File: config.mk
export PLATFORM = sky130hd
export DESIGN_NAME = infix_expression_evaluator_core
export DESIGN_NICKNAME = d
export VERILOG_FILES = /design/src/hw/rtl/ief_pkg.sv /design/src/hw/rtl/infix_expression_evaluator_core.sv /design/src/hw/rtl/ief_front.sv /design/src/hw/rtl/ief_queue.sv /design/src/hw/rtl/ief_back.sv
export SDC_FILE = /design/constraint.sdc
export NUM_CORES = 2
export LEC_CHECK = 0
export ABC_CLOCK_PERIOD_IN_PS = 13100
export BUFFER_PORTS_ARGS = -buffer_cell sky130_fd_sc_hd__buf_2
export CAP_MARGIN = 20
export CORE_MARGIN = 1.5
export CORE_UTILIZATION = 45
export CTS_BUF_LIST = sky130_fd_sc_hd__clkbuf_4
export DETAILED_ROUTE_END_ITERATION = 6
export HOLD_SLACK_MARGIN = 0.08
export PLACE_DENSITY = 0.66
export SLEW_MARGIN = 20
export SYNTH_ARGS = -nofsm -noshare
export SYNTH_HDL_FRONTEND = slang
export SYNTH_SLANG_ARGS = --single-unit
File: constraint.sdc
create_clock -name clk_i -period 13.1 [get_ports clk_i]
set_input_delay 2.62 -clock clk_i [delete_from_list [all_inputs] [get_ports clk_i]]
set_output_delay 2.62 -clock clk_i [all_outputs]
set_load 0.005 [all_outputs]
File: src/hw/rtl/ief_pkg.sv
// ----------------------------------------------------------------------------
// ief_pkg
// Types, codes and constants shared by the infix expression evaluator.
// ----------------------------------------------------------------------------
package ief_pkg;

  // Input transaction: one character or the end marker
  typedef struct packed {
    logic [7:0] char_code;
    logic       end_of_text;
  } in_t;

  // Result transaction
  typedef struct packed {
    logic signed [63:0] value;
    logic [2:0]         status;
  } out_t;

  // Status codes
  localparam logic [2:0] STATUS_OK       = 3'd0;
  localparam logic [2:0] STATUS_BAD_CHAR = 3'd1;
  localparam logic [2:0] STATUS_SYNTAX   = 3'd2;
  localparam logic [2:0] STATUS_DIV_ZERO = 3'd3;
  localparam logic [2:0] STATUS_OVERFLOW = 3'd4;

  // Character codes
  localparam logic [7:0] CH_ZERO  = 8'h30;
  localparam logic [7:0] CH_NINE  = 8'h39;
  localparam logic [7:0] CH_SPACE = 8'h20;
  localparam logic [7:0] CH_PLUS  = 8'h2B;
  localparam logic [7:0] CH_MINUS = 8'h2D;
  localparam logic [7:0] CH_STAR  = 8'h2A;
  localparam logic [7:0] CH_SLASH = 8'h2F;

  // Largest number literal magnitude
  localparam logic [30:0] NUM_MAX = 31'h7FFF_FFFF;

  // Token classes handed from the front to the back
  typedef enum logic [2:0] {
    TK_DIGIT,
    TK_PLUS,
    TK_MINUS,
    TK_MUL,
    TK_DIV,
    TK_BAD,
    TK_END
  } tok_kind_e;

  typedef struct packed {
    tok_kind_e  kind;
    logic [3:0] digit;
  } tok_t;

  // Pending term operator
  typedef enum logic [1:0] {
    TOP_NONE,
    TOP_MUL,
    TOP_DIV
  } term_op_e;

  // Back end sequencer states
  typedef enum logic [2:0] {
    ST_IDLE,
    ST_MUL_LO,
    ST_MUL_HI,
    ST_DIV,
    ST_SAT,
    ST_POST,
    ST_FOLD,
    ST_EMIT
  } state_e;

endpackage

File: src/hw/rtl/infix_expression_evaluator_core.sv
// ----------------------------------------------------------------------------
// infix_expression_evaluator_core
// Streaming evaluator of + - * / integer expressions in fixed point.
// ----------------------------------------------------------------------------
// Characters enter one per transaction; an end transaction yields one result
// (value with FRAC_BITS fraction bits, and a status). The front accepts one
// character per cycle into a four-entry token queue while it is not full;
// spaces never enter it. The back takes one token per cycle while idle, but
// completing an operand passes through saturation and term update, first
// through two 32x31 partial products after a multiply or a restoring divider
// (one quotient bit per cycle) after a divide, and on a zero divisor through
// the term update alone, before folding a term into the sum and emitting.
// A stalled result holds the back, which lets the queue fill and stalls input.
module infix_expression_evaluator_core #(
  parameter int FRAC_BITS = 24,
  parameter int ACC_BITS  = 64
) (
  input  logic          clk_i,
  input  logic          rst_ni,
  input  logic          in_valid_i,
  output logic          in_stall_o,
  input  ief_pkg::in_t  in_data_i,
  output logic          out_valid_o,
  input  logic          out_stall_i,
  output ief_pkg::out_t out_data_o
);

  logic          push;
  logic          full;
  logic          tok_valid;
  logic          tok_pop;
  ief_pkg::tok_t tok_in;
  ief_pkg::tok_t tok_out;

  ief_front u_front (
    .in_valid_i (in_valid_i),
    .in_stall_o (in_stall_o),
    .in_data_i  (in_data_i),
    .push_o     (push),
    .tok_o      (tok_in),
    .full_i     (full)
  );

  ief_queue #(.DEPTH(4)) u_queue (
    .clk_i   (clk_i),
    .rst_ni  (rst_ni),
    .push_i  (push),
    .tok_i   (tok_in),
    .full_o  (full),
    .valid_o (tok_valid),
    .tok_o   (tok_out),
    .pop_i   (tok_pop)
  );

  ief_back #(.FRAC_BITS(FRAC_BITS), .ACC_BITS(ACC_BITS)) u_back (
    .clk_i       (clk_i),
    .rst_ni      (rst_ni),
    .tok_valid_i (tok_valid),
    .tok_i       (tok_out),
    .tok_pop_o   (tok_pop),
    .out_valid_o (out_valid_o),
    .out_stall_i (out_stall_i),
    .out_data_o  (out_data_o)
  );

endmodule

File: src/hw/rtl/ief_front.sv
// ----------------------------------------------------------------------------
// ief_front
// Accepts characters, drops spaces and classifies the rest into tokens.
// ----------------------------------------------------------------------------
module ief_front (
  input  logic          in_valid_i,
  output logic          in_stall_o,
  input  ief_pkg::in_t  in_data_i,
  output logic          push_o,
  output ief_pkg::tok_t tok_o,
  input  logic          full_i
);

  logic is_digit;
  logic is_space;

  assign in_stall_o = full_i;

  // Character classification
  always_comb begin
    is_digit  = (in_data_i.char_code >= ief_pkg::CH_ZERO) &&
                (in_data_i.char_code <= ief_pkg::CH_NINE);
    is_space  = (in_data_i.char_code == ief_pkg::CH_SPACE);
    tok_o.digit = 4'(in_data_i.char_code - ief_pkg::CH_ZERO);
    if (in_data_i.end_of_text) begin
      tok_o.kind = ief_pkg::TK_END;
    end else if (is_digit) begin
      tok_o.kind = ief_pkg::TK_DIGIT;
    end else begin
      case (in_data_i.char_code)
        ief_pkg::CH_PLUS:  tok_o.kind = ief_pkg::TK_PLUS;
        ief_pkg::CH_MINUS: tok_o.kind = ief_pkg::TK_MINUS;
        ief_pkg::CH_STAR:  tok_o.kind = ief_pkg::TK_MUL;
        ief_pkg::CH_SLASH: tok_o.kind = ief_pkg::TK_DIV;
        default:           tok_o.kind = ief_pkg::TK_BAD;
      endcase
    end
  end

  // Spaces never reach the queue
  assign push_o = in_valid_i && !full_i && (in_data_i.end_of_text || !is_space);

endmodule

File: src/hw/rtl/ief_queue.sv
// ----------------------------------------------------------------------------
// ief_queue
// Small token queue between front and back.
// ----------------------------------------------------------------------------
module ief_queue #(
  parameter int DEPTH = 4
) (
  input  logic          clk_i,
  input  logic          rst_ni,
  input  logic          push_i,
  input  ief_pkg::tok_t tok_i,
  output logic          full_o,
  output logic          valid_o,
  output ief_pkg::tok_t tok_o,
  input  logic          pop_i
);

  localparam int AW = (DEPTH > 1) ? $clog2(DEPTH) : 1;

  ief_pkg::tok_t entries_q [DEPTH];
  logic [AW:0]   wr_ptr_q, wr_ptr_d;
  logic [AW:0]   rd_ptr_q, rd_ptr_d;

  assign valid_o = (wr_ptr_q != rd_ptr_q);
  assign full_o  = (wr_ptr_q[AW] != rd_ptr_q[AW]) &&
                   (wr_ptr_q[AW-1:0] == rd_ptr_q[AW-1:0]);
  assign tok_o   = entries_q[rd_ptr_q[AW-1:0]];

  assign wr_ptr_d = wr_ptr_q + (AW+1)'(push_i);
  assign rd_ptr_d = rd_ptr_q + (AW+1)'(pop_i && valid_o);

  always_ff @(posedge clk_i or negedge rst_ni) begin
    if (!rst_ni) begin
      wr_ptr_q <= '0;
      rd_ptr_q <= '0;
    end else begin
      wr_ptr_q <= wr_ptr_d;
      rd_ptr_q <= rd_ptr_d;
    end
  end

  // Storage, no reset needed
  always_ff @(posedge clk_i) begin
    if (push_i) begin
      entries_q[wr_ptr_q[AW-1:0]] <= tok_i;
    end
  end

endmodule

File: src/hw/rtl/ief_back.sv
// ----------------------------------------------------------------------------
// ief_back
// Executes tokens: number build-up, term and sum arithmetic, result output.
// ----------------------------------------------------------------------------
module ief_back #(
  parameter int FRAC_BITS = 24,
  parameter int ACC_BITS  = 64
) (
  input  logic          clk_i,
  input  logic          rst_ni,
  input  logic          tok_valid_i,
  input  ief_pkg::tok_t tok_i,
  output logic          tok_pop_o,
  output logic          out_valid_o,
  input  logic          out_stall_i,
  output ief_pkg::out_t out_data_o
);

  localparam int MAG_W = 95;
  localparam logic [MAG_W-1:0] LIM =
    {{(MAG_W-ACC_BITS+1){1'b0}}, {(ACC_BITS-1){1'b1}}};
  localparam logic [MAG_W-1:0] LIM_P1 = LIM + MAG_W'(1);
  localparam logic signed [ACC_BITS-1:0] ACC_MAX = {1'b0, {(ACC_BITS-1){1'b1}}};
  localparam logic signed [ACC_BITS-1:0] ACC_MIN = {1'b1, {(ACC_BITS-1){1'b0}}};
  localparam logic [5:0] DIV_LAST = 6'd63;

  ief_pkg::state_e   state_q, state_d;
  ief_pkg::term_op_e top_q, top_d;
  ief_pkg::tok_kind_e pend_q, pend_d;
  logic              phase_q, phase_d;
  logic              negf_q, negf_d;
  logic [30:0]       num_q, num_d;
  logic signed [ACC_BITS-1:0] term_q, term_d;
  logic signed [ACC_BITS-1:0] sum_q, sum_d;
  logic              sumop_q, sumop_d;
  logic [2:0]        err_q, err_d;
  logic [30:0]       mn_q, mn_d;
  logic              neg_q, neg_d;
  logic [MAG_W-1:0]  mag_q, mag_d;
  logic [63:0]       mt_q, mt_d;
  logic [31:0]       rem_q, rem_d;
  logic [5:0]        cnt_q, cnt_d;
  logic              out_valid_q, out_valid_d;
  ief_pkg::out_t     out_q, out_d;

  logic signed [63:0]  term_ext;
  logic [63:0]         term_mag;
  logic                nneg;
  logic [34:0]         num_next;
  logic [31:0]         mul_a;
  logic [62:0]         pp;
  logic [31:0]         rem_sh;
  logic                q_bit;
  logic                neff;
  logic signed [ACC_BITS:0] fold_w;
  logic                load_out;

  assign out_valid_o = out_valid_q;
  assign out_data_o  = out_q;

  // Shared datapath pieces
  always_comb begin
    term_ext = 64'(term_q);
    term_mag = term_ext[63] ? 64'(-term_ext) : 64'(term_ext);
    nneg     = negf_q && (num_q != '0);
    num_next = 35'(num_q) * 35'd10 + 35'(tok_i.digit);
    mul_a    = (state_q == ief_pkg::ST_MUL_HI) ? mt_q[63:32] : mt_q[31:0];
    pp       = 63'(mul_a) * 63'(mn_q);
    rem_sh   = {rem_q[30:0], mag_q[63]};
    q_bit    = rem_sh >= {1'b0, mn_q};
    neff     = neg_q && (mag_q != '0);
    if (sumop_q) begin
      fold_w = {sum_q[ACC_BITS-1], sum_q} - {term_q[ACC_BITS-1], term_q};
    end else begin
      fold_w = {sum_q[ACC_BITS-1], sum_q} + {term_q[ACC_BITS-1], term_q};
    end
  end

  // Sequencer: next state and datapath updates
  always_comb begin
    state_d     = state_q;
    top_d       = top_q;
    pend_d      = pend_q;
    phase_d     = phase_q;
    negf_d      = negf_q;
    num_d       = num_q;
    term_d      = term_q;
    sum_d       = sum_q;
    sumop_d     = sumop_q;
    err_d       = err_q;
    mn_d        = mn_q;
    neg_d       = neg_q;
    mag_d       = mag_q;
    mt_d        = mt_q;
    rem_d       = rem_q;
    cnt_d       = cnt_q;
    out_d       = out_q;
    tok_pop_o   = 1'b0;
    load_out    = 1'b0;
    out_valid_d = out_valid_q && out_stall_i;

    case (state_q)
      ief_pkg::ST_IDLE: begin
        if (tok_valid_i) begin
          tok_pop_o = 1'b1;
          if (tok_i.kind == ief_pkg::TK_END) begin
            if (err_q != ief_pkg::STATUS_OK) begin
              state_d = ief_pkg::ST_EMIT;
            end else if (!phase_q) begin
              err_d   = ief_pkg::STATUS_SYNTAX;
              state_d = ief_pkg::ST_EMIT;
            end else begin
              pend_d = tok_i.kind;
            end
          end else if (err_q == ief_pkg::STATUS_OK) begin
            case (tok_i.kind)
              ief_pkg::TK_DIGIT: begin
                phase_d = 1'b1;
                if (num_next > 35'(ief_pkg::NUM_MAX)) begin
                  num_d = ief_pkg::NUM_MAX;
                  err_d = ief_pkg::STATUS_OVERFLOW;
                end else begin
                  num_d = num_next[30:0];
                end
              end
              ief_pkg::TK_BAD: err_d = ief_pkg::STATUS_BAD_CHAR;
              default: begin
                if (!phase_q) begin
                  if (tok_i.kind == ief_pkg::TK_MINUS) begin
                    negf_d = !negf_q;
                  end else begin
                    err_d = ief_pkg::STATUS_SYNTAX;
                  end
                end else begin
                  pend_d = tok_i.kind;
                end
              end
            endcase
          end

          // Operand complete: apply the pending term operator
          if (err_q == ief_pkg::STATUS_OK && phase_q &&
              tok_i.kind != ief_pkg::TK_DIGIT && tok_i.kind != ief_pkg::TK_BAD) begin
            phase_d = 1'b0;
            negf_d  = 1'b0;
            num_d   = '0;
            mn_d    = num_q;
            mt_d    = term_mag;
            case (top_q)
              ief_pkg::TOP_MUL: begin
                neg_d   = term_ext[63] ^ nneg;
                state_d = ief_pkg::ST_MUL_LO;
              end
              ief_pkg::TOP_DIV: begin
                if (num_q == '0) begin
                  err_d   = ief_pkg::STATUS_DIV_ZERO;
                  state_d = ief_pkg::ST_POST;
                end else begin
                  neg_d   = term_ext[63] ^ nneg;
                  mag_d   = MAG_W'(term_mag);
                  rem_d   = '0;
                  cnt_d   = '0;
                  state_d = ief_pkg::ST_DIV;
                end
              end
              default: begin
                neg_d   = nneg;
                mag_d   = MAG_W'(num_q) << FRAC_BITS;
                state_d = ief_pkg::ST_SAT;
              end
            endcase
          end
        end
      end

      // Product in two 32-bit halves
      ief_pkg::ST_MUL_LO: begin
        mag_d   = MAG_W'(pp);
        state_d = ief_pkg::ST_MUL_HI;
      end
      ief_pkg::ST_MUL_HI: begin
        mag_d   = mag_q + (MAG_W'(pp) << 32);
        state_d = ief_pkg::ST_SAT;
      end

      // Restoring divide, one quotient bit per cycle
      ief_pkg::ST_DIV: begin
        rem_d = q_bit ? (rem_sh - {1'b0, mn_q}) : rem_sh;
        mag_d = MAG_W'({mag_q[62:0], q_bit});
        cnt_d = cnt_q + 6'd1;
        if (cnt_q == DIV_LAST) begin
          state_d = ief_pkg::ST_SAT;
        end
      end

      // Saturate magnitude and sign into the term accumulator
      ief_pkg::ST_SAT: begin
        if (!neff) begin
          if (mag_q > LIM) begin
            term_d = ACC_MAX;
            if (err_q == ief_pkg::STATUS_OK) err_d = ief_pkg::STATUS_OVERFLOW;
          end else begin
            term_d = mag_q[ACC_BITS-1:0];
          end
        end else begin
          if (mag_q > LIM_P1) begin
            term_d = ACC_MIN;
            if (err_q == ief_pkg::STATUS_OK) err_d = ief_pkg::STATUS_OVERFLOW;
          end else begin
            term_d = -mag_q[ACC_BITS-1:0];
          end
        end
        state_d = ief_pkg::ST_POST;
      end

      ief_pkg::ST_POST: begin
        if (err_q != ief_pkg::STATUS_OK) begin
          state_d = (pend_q == ief_pkg::TK_END) ? ief_pkg::ST_EMIT : ief_pkg::ST_IDLE;
        end else begin
          case (pend_q)
            ief_pkg::TK_MUL: begin
              top_d   = ief_pkg::TOP_MUL;
              state_d = ief_pkg::ST_IDLE;
            end
            ief_pkg::TK_DIV: begin
              top_d   = ief_pkg::TOP_DIV;
              state_d = ief_pkg::ST_IDLE;
            end
            default: state_d = ief_pkg::ST_FOLD;
          endcase
        end
      end

      // Add the finished term to the sum, or subtract it after a minus
      ief_pkg::ST_FOLD: begin
        if (fold_w[ACC_BITS] != fold_w[ACC_BITS-1]) begin
          sum_d = fold_w[ACC_BITS] ? ACC_MIN : ACC_MAX;
          err_d = ief_pkg::STATUS_OVERFLOW;
        end else begin
          sum_d = fold_w[ACC_BITS-1:0];
        end
        term_d = '0;
        top_d  = ief_pkg::TOP_NONE;
        if (pend_q == ief_pkg::TK_END) begin
          state_d = ief_pkg::ST_EMIT;
        end else begin
          sumop_d = (pend_q == ief_pkg::TK_MINUS);
          state_d = ief_pkg::ST_IDLE;
        end
      end

      // Hand over the result and start a fresh expression
      ief_pkg::ST_EMIT: begin
        if (!out_valid_q || !out_stall_i) begin
          load_out     = 1'b1;
          out_d.status = err_q;
          out_d.value  = (err_q == ief_pkg::STATUS_OK) ? 64'(sum_q) : '0;
          phase_d      = 1'b0;
          negf_d       = 1'b0;
          num_d        = '0;
          term_d       = '0;
          top_d        = ief_pkg::TOP_NONE;
          sum_d        = '0;
          sumop_d      = 1'b0;
          err_d        = ief_pkg::STATUS_OK;
          state_d      = ief_pkg::ST_IDLE;
        end
      end

      default: state_d = ief_pkg::ST_IDLE;
    endcase

    if (load_out) out_valid_d = 1'b1;
  end

  // Control state
  always_ff @(posedge clk_i or negedge rst_ni) begin
    if (!rst_ni) begin
      state_q     <= ief_pkg::ST_IDLE;
      top_q       <= ief_pkg::TOP_NONE;
      pend_q      <= ief_pkg::TK_END;
      phase_q     <= 1'b0;
      negf_q      <= 1'b0;
      num_q       <= '0;
      term_q      <= '0;
      sum_q       <= '0;
      sumop_q     <= 1'b0;
      err_q       <= ief_pkg::STATUS_OK;
      out_valid_q <= 1'b0;
    end else begin
      state_q     <= state_d;
      top_q       <= top_d;
      pend_q      <= pend_d;
      phase_q     <= phase_d;
      negf_q      <= negf_d;
      num_q       <= num_d;
      term_q      <= term_d;
      sum_q       <= sum_d;
      sumop_q     <= sumop_d;
      err_q       <= err_d;
      out_valid_q <= out_valid_d;
    end
  end

  // Datapath registers
  always_ff @(posedge clk_i) begin
    mn_q  <= mn_d;
    neg_q <= neg_d;
    mag_q <= mag_d;
    mt_q  <= mt_d;
    rem_q <= rem_d;
    cnt_q <= cnt_d;
    out_q <= out_d;
  end

endmodule

# Yosys cells after proc, flatten, opt, wreduce, memory -nomap -nowiden
# Memories as Yosys holds them, arrays and structs flattened.
# Cells that the tools add are included.
word_totals:
  register_bits: 475
  ramBits: 28
  inputBits: 13
  out_inout_bits: 69
  n_memories: 1
memory_table:
  columns: ["memory", "words", "width", "rd", "rd_ports_with_merged_regs", "wr", "line_no", "text"]
  rows:
  - ["u_queue.entries_q", 4, 7, 1, 0, 1, "ief_queue.sv:20", "ief_pkg::tok_t entries_q [DEPTH];"]
classes:
  add_sub_neg: 11
  multipliers: 2
  magnitude_cmp: 6
  n_eq_ne: 52
  muxes: 104
  bitwise_logic: 1
  reduce_logical: 50
ops:
  columns: ["cell", "n"]
  rows:
  - ["2-to-1 mux 64 bit", 7]
  - ["case mux 95 bit (4 select lines)", 1]
  - ["2-to-1 mux 31 bit", 12]
  - ["2-to-1 mux 95 bit", 3]
  - ["case mux 64 bit (3 select lines)", 1]
  - ["case mux 95 bit (2 select lines)", 1]
  - ["negator 64 bit", 2]
  - ["case mux 64 bit (2 select lines)", 1]
  - ["case mux 31 bit (2 select lines)", 2]
  - ["2-to-1 mux 3 bit", 34]
  - ["adder 95 bit", 1]
  - ["greater-than comparator 95 x 63 -> 1 bit (second input constant)", 1]
  - ["greater-than comparator 95 x 64 -> 1 bit (second input constant)", 1]
  - ["nonzero test 95 bit", 1]
  - ["adder 64 x 64 -> 65 bit", 1]
  - ["2-to-1 mux 65 bit", 1]
  - ["subtractor 64 x 64 -> 65 bit", 1]
  - ["multiplier 32 x 31 -> 63 bit", 1]
  - ["== test 8 x 6 -> 1 bit (second input constant)", 5]
  - ["adder 35 x 4 -> 35 bit", 1]
  - ["greater-than comparator 35 x 31 -> 1 bit (second input constant)", 1]
  - ["multiplier 31 x 3 -> 34 bit (second input constant)", 1]
  - ["greater-or-equal comparator 32 x 31 -> 1 bit", 1]
  - ["2-to-1 mux 32 bit", 1]
  - ["48 further kinds", 144]

# Longest topological paths before layout
depth:
  depth_word: 12
  ltp_mapped: 51
  ltp_nobuf: 44

# Hierarchy
# Synthesis repeated with hierarchy kept, for this count alone.
hier_totals:
  cells_unflattened: 7720
  area_unflattened_um2: 67765.0
modules_own_cells:
  columns: ["module", "instances", "cells_each", "area_per_inst_um2", "seq_area_each_um2"]
  rows:
  - ["ief_back", 1, 7634, 66272.3, 13215.2]
  - ["ief_queue", 1, 61, 1312.5, 991.0]
  - ["ief_front", 1, 25, 180.2, 0.0]

# Worst setup path before layout
# OpenSTA, ideal clock, no wires.
synth_path:
  path_kind: "reg2reg"
  from: "reg u_back.state_q[1]"
  to: "reg u_back.mag_q[94], data pin"
  arrival_time_ns: 11.639
  required_time_ns: 12.840
  path_slack_ns: 1.201
  path_stages_with_launch: 47
  path_buffers: 6
  cell_sequence: "dfrtp_1 clkbuf_1 nor2b_1 nand2b_1 clkbuf_1 clkbuf_1 mux2i_1 clkbuf_1 nor2_1 fa_1 fa_1 inv_1 fa_1 fa_1 inv_1 fa_1 fa_1 fa_1 [... 11 more ...] a2111oi_0 o41ai_1 a211oi_1 xnor2_1 ha_1 clkbuf_1 a21o_1 a21o_1 a21o_1 a21oi_1 o211ai_1 a21oi_1 o21ai_0 a31o_2 a2111oi_0 a211oi_1 and2_1 mux2_2"
synth_between:
  elab_chain_len: 5
  word_cells_on_any_way: 8
  classes_between: "add/sub: 1; mul: 1; eq/ne: 3; mux: 2; reduce/logical: 1"
synth_lines:
  columns: ["element", "line_no", "text"]
  rows:
  - ["start, declared", "ief_back.sv:27", "ief_pkg::state_e state_q, state_d;"]
  - ["start signal, assigned", "ief_back.sv:279", "state_q <= ief_pkg::ST_IDLE;"]
  - ["start signal, assigned", "ief_back.sv:291", "state_q <= state_d;"]
  - ["== test 3 x 2 -> 1 bit", "ief_back.sv:67, ief_back.sv:102", null]
  - ["2-to-1 mux 32 bit", "ief_back.sv:67", "mul_a = (state_q == ief_pkg::ST_MUL_HI) ? mt_q[63:32] : mt_q[31:0];"]
  - ["multiplier 32 x 31 -> 63 bit", "ief_back.sv:68", "pp = 63'(mul_a) * 63'(mn_q);"]
  - ["adder 95 bit", "ief_back.sv:182", "mag_d = mag_q + (MAG_W'(pp) << 32);"]
  - ["case mux 95 bit (4 select lines) (*)", "ief_back.sv:102", "case (state_q)"]
  - ["net u_back.mag_d[94]", "ief_back.sv:39", "logic [MAG_W-1:0] mag_q, mag_d;"]
  - ["end signal, assigned", "ief_back.sv:309", "mag_q <= mag_d;"]
  - ["end, declared", "ief_back.sv:39", null]
# Mark *: on every way through the listed nets, which the timed path passes. The rest lies on a longest branch.
# A chain may end at the register's enable or synchronous reset.

# Worst setup path after layout
layout_path:
  from: "reg u_back.state_q[1]"
  to: "reg u_back.mag_q[92], data pin"
# Same word-level chain as after synthesis.

==> qor.yml <==
outcome:
  outcome: "finished with violations"
  violations: "design-rule violations"
clocking:
  postCtsHoldBufs: 0
  clock_path_buffers: 3
  clk_latency_ps: 1170
  post_cts_buffers: 0
  ctsResizeCount: 0
  h-tree-depth: 4
  clock-root-buffer: "clkbuf_4"
  numClockSinks: 503
  numCtsBuffers: 143
  cts_tree: "done"
  cts.clk_slew.worst_paths_ps: 70
grt:
  gr-usage-met2_pct: 44.0
  grt-busiest-layer: "met2"
  antenna_found_initial: 18
  grt_first_pass_wirelength_um: 345000
  grt_use_total_pct: 29.4
  met1_usage_pct: 40.2
  first_global_vias: 57172
  met3_usage_pct: 8.34
  grt_overflow: 0
  grt_max_degree: 69
timing:
  slew_headroom_pct: 27.2
  period_minus_slack_ps: 12520
  hold_violations: 0
  worst_slew_pin_slew_ps: 1090
  skew_ps: 105
  fin_tns_setup_ps: 0
  drv_slew: 0
  rsz0062_at_grt: "no"
  fmax_ghz: 0.0798
  setup_viol: 0
  period_share_pct: 95.6
  worst_slack_ps: 576
placed_design:
  placed_area_um2: 70800
  portBuffers: 81
  hpwl_um: 176000
  placed_cells: 9663
  place_ws_ps: 458
  place_congestion: 0.993
synth:
  avgSynthCellArea_um2: 8.71
  syn_nets: 9192
  synthArstFlopShare_pct: 35.8
  synth_cells: 7816
  synth-edff-count: 323
  ys_warn_count: 0
  ys_ff_latch: 503
  synth_cell_type_count: 88
  synth_flop_cell: "edfxtp_1"
  synthesis.area_um2: 68100
  ys_seq_area_share_pct: 20.9
cells_and_area:
  regArea_um2: 14200
  mostFrequentLayoutCells: "nand2_1 (1091), inv_1 (980), fa_1 (871), nor2_1 (845), ha_1 (492)"
  drive_above_1_share_pct: 7.12
  fin_nets: 9169
  layout.cells.non_filler: 9939
  multi_input_area_um2: 48800
  final_common_cell: "nand2_1"
  finalInstanceArea_um2: 72700
  syn2layout_area_growth_pct: 6.87
  nFillCells: 14392
die:
  initial_utilization_pct: 45.4
  core_area_um2: 150000
  die_h_um: 392
  die_x_um: 392
  dieArea_um2: 154000
  rows: 142
  boundaryPins: 82
hold_path:
  holdPathEnd: "u_queue.rd_ptr_q[2]"
  hold_class: "reg2reg"
  min_from: "u_queue.rd_ptr_q[2]"
  holdPathStages: 1
worst_setup_path:
  crit_slowest_cell: "fa_1"
  rrSetupSlack_ps: 580
  r2r_cells: 41
  required_ps: 13960
  crit_path_max_fanout: 41
  r2r-start: "u_back.state_q[1]"
  criticalPathCategory: "reg2reg"
  timing.critical_path.slowest_cell_delay_ps: 610
  cpMostUsedCell: "fa_1"
  arrival_ps: 13390
  r2r-end: "u_back.mag_q[92]"
  crit_path_start_kind: "flip-flop"
  endpoint_kind: "flip-flop"
routing:
  ant_nets: 0
  drtPass1Iterations: 7
  via_per_inst: 5.73
  wirelength_um: 222000
  drt_iter0_markers: 5717
  post_drt_wl_per_cell_um: 22.4
  vias: 56987
  drc_errors: 11
run:
  cap_violations: 0
[Yosys cell counts (22+ instances only)]
master,number,area [um2]
o211ai_1,22,165
o31ai_1,23,173
mux2i_1,96,961
or3_1,44,275
nor2b_1,59,369
a211oi_1,36,270
dfrtp_1,178,4450
xnor2_1,274,2400
o21ai_0,378,1890
a21o_1,154,1160
nor4_1,49,307
and2_1,212,1330
a21oi_1,354,1770
ha_1,492,6160
o21a_1,43,323
o21bai_1,45,338
clkbuf_1,374,1400
edfxtp_1,323,9700
xor2_1,103,902
fa_1,871,17400
a31oi_1,37,231
nand4_1,58,363
inv_1,981,3680
nand2_1,1092,4100
nand3_1,110,551
nand2b_1,60,375
nor3_1,107,536
nor2_1,848,3180
and3_1,40,250
[per-stage QoR]
stage	hold slack, ps	util, %
2_1_floorplan	450	-
5_1_grt	513	48.5
6_report	497	48.5
3_3_place_gp	468	47.2
3_5_place_dp	480	47.2
4_1_cts	495	48.5
[worst max path at each step]
| stage | from | endpoint | cells after the start |
|---|---|---|---|
| 2_1_floorplan | u_back.state_q[1] | u_back.mag_q[94] | 46 |
| 3_3_place_gp | u_back.state_q[1] | u_back.mag_q[92] | 41 |
| 3_5_place_dp | u_back.state_q[1] | u_back.mag_q[92] | 41 |
| 4_1_cts | u_back.state_q[1] | u_back.mag_q[92] | 41 |
| 5_1_grt | u_back.state_q[1] | u_back.mag_q[92] | 41 |
| 6_report | u_back.state_q[1] | u_back.mag_q[92] | 41 |
[sequential cells by signal (all words and copies together) (netlist names)]
register            count
u_back.mag_q           95
u_back.out_data_o      67
u_back.mt_q            64
u_back.sum_q           64
u_back.term_ext        64
u_back.mn_q            31
u_back.num_q           31
u_back.rem_q           31
u_queue.entries_q      28
u_back.cnt_q            6
u_back.err_q            3
u_back.pend_q           3
u_back.state_q          3
u_queue.rd_ptr_q        3
u_queue.wr_ptr_q        3
u_back.top_q            2
u_back.neg_q            1
u_back.negf_q           1
u_back.out_valid_o      1
u_back.phase_q          1
u_back.sumop_q          1
[worst max-delay path, delay by kind of cell, from the launching register on]
kind / cells / cell delay (ps)
buf+inv: 8 / 1320
flops: 1 / 540
xor+xnor: 1 / 470
mux: 1 / 160
fa+ha+maj: 10 / 5000
compound gates: 12 / 2900
simple gates: 9 / 1770
[metal layers]
metal	part of all wire [%]	up-vias
met2	44	2603
met5	0.030	-
met3	11	460
met1	41	28277
li1	-	25637
met4	4.3	10
[final cells by class]
type	count	area share, %
Multi-Input combinational cell	5930	67.1
Sequential cell	503	19.5
Inverter	986	5.09
Tap cell	2016	3.47
Clock buffer	208	2.15
Timing Repair Buffer	229	2.12
Clock inverter	53	0.461
Antenna cell	14	0.0482
[cells by family after synthesis]
kind of cell,after synthesis,synth area share [%]
flops,503,20.9
xor+xnor,378,4.89
compound gates,1302,11.9
buf+inv,1383,7.66
mux,114,1.81
simple gates,2773,18.2
fa+ha+maj,1363,34.7
Power is not shown: default switching activity piles up to over one toggle a cycle in this logic, so the estimate is an artifact.
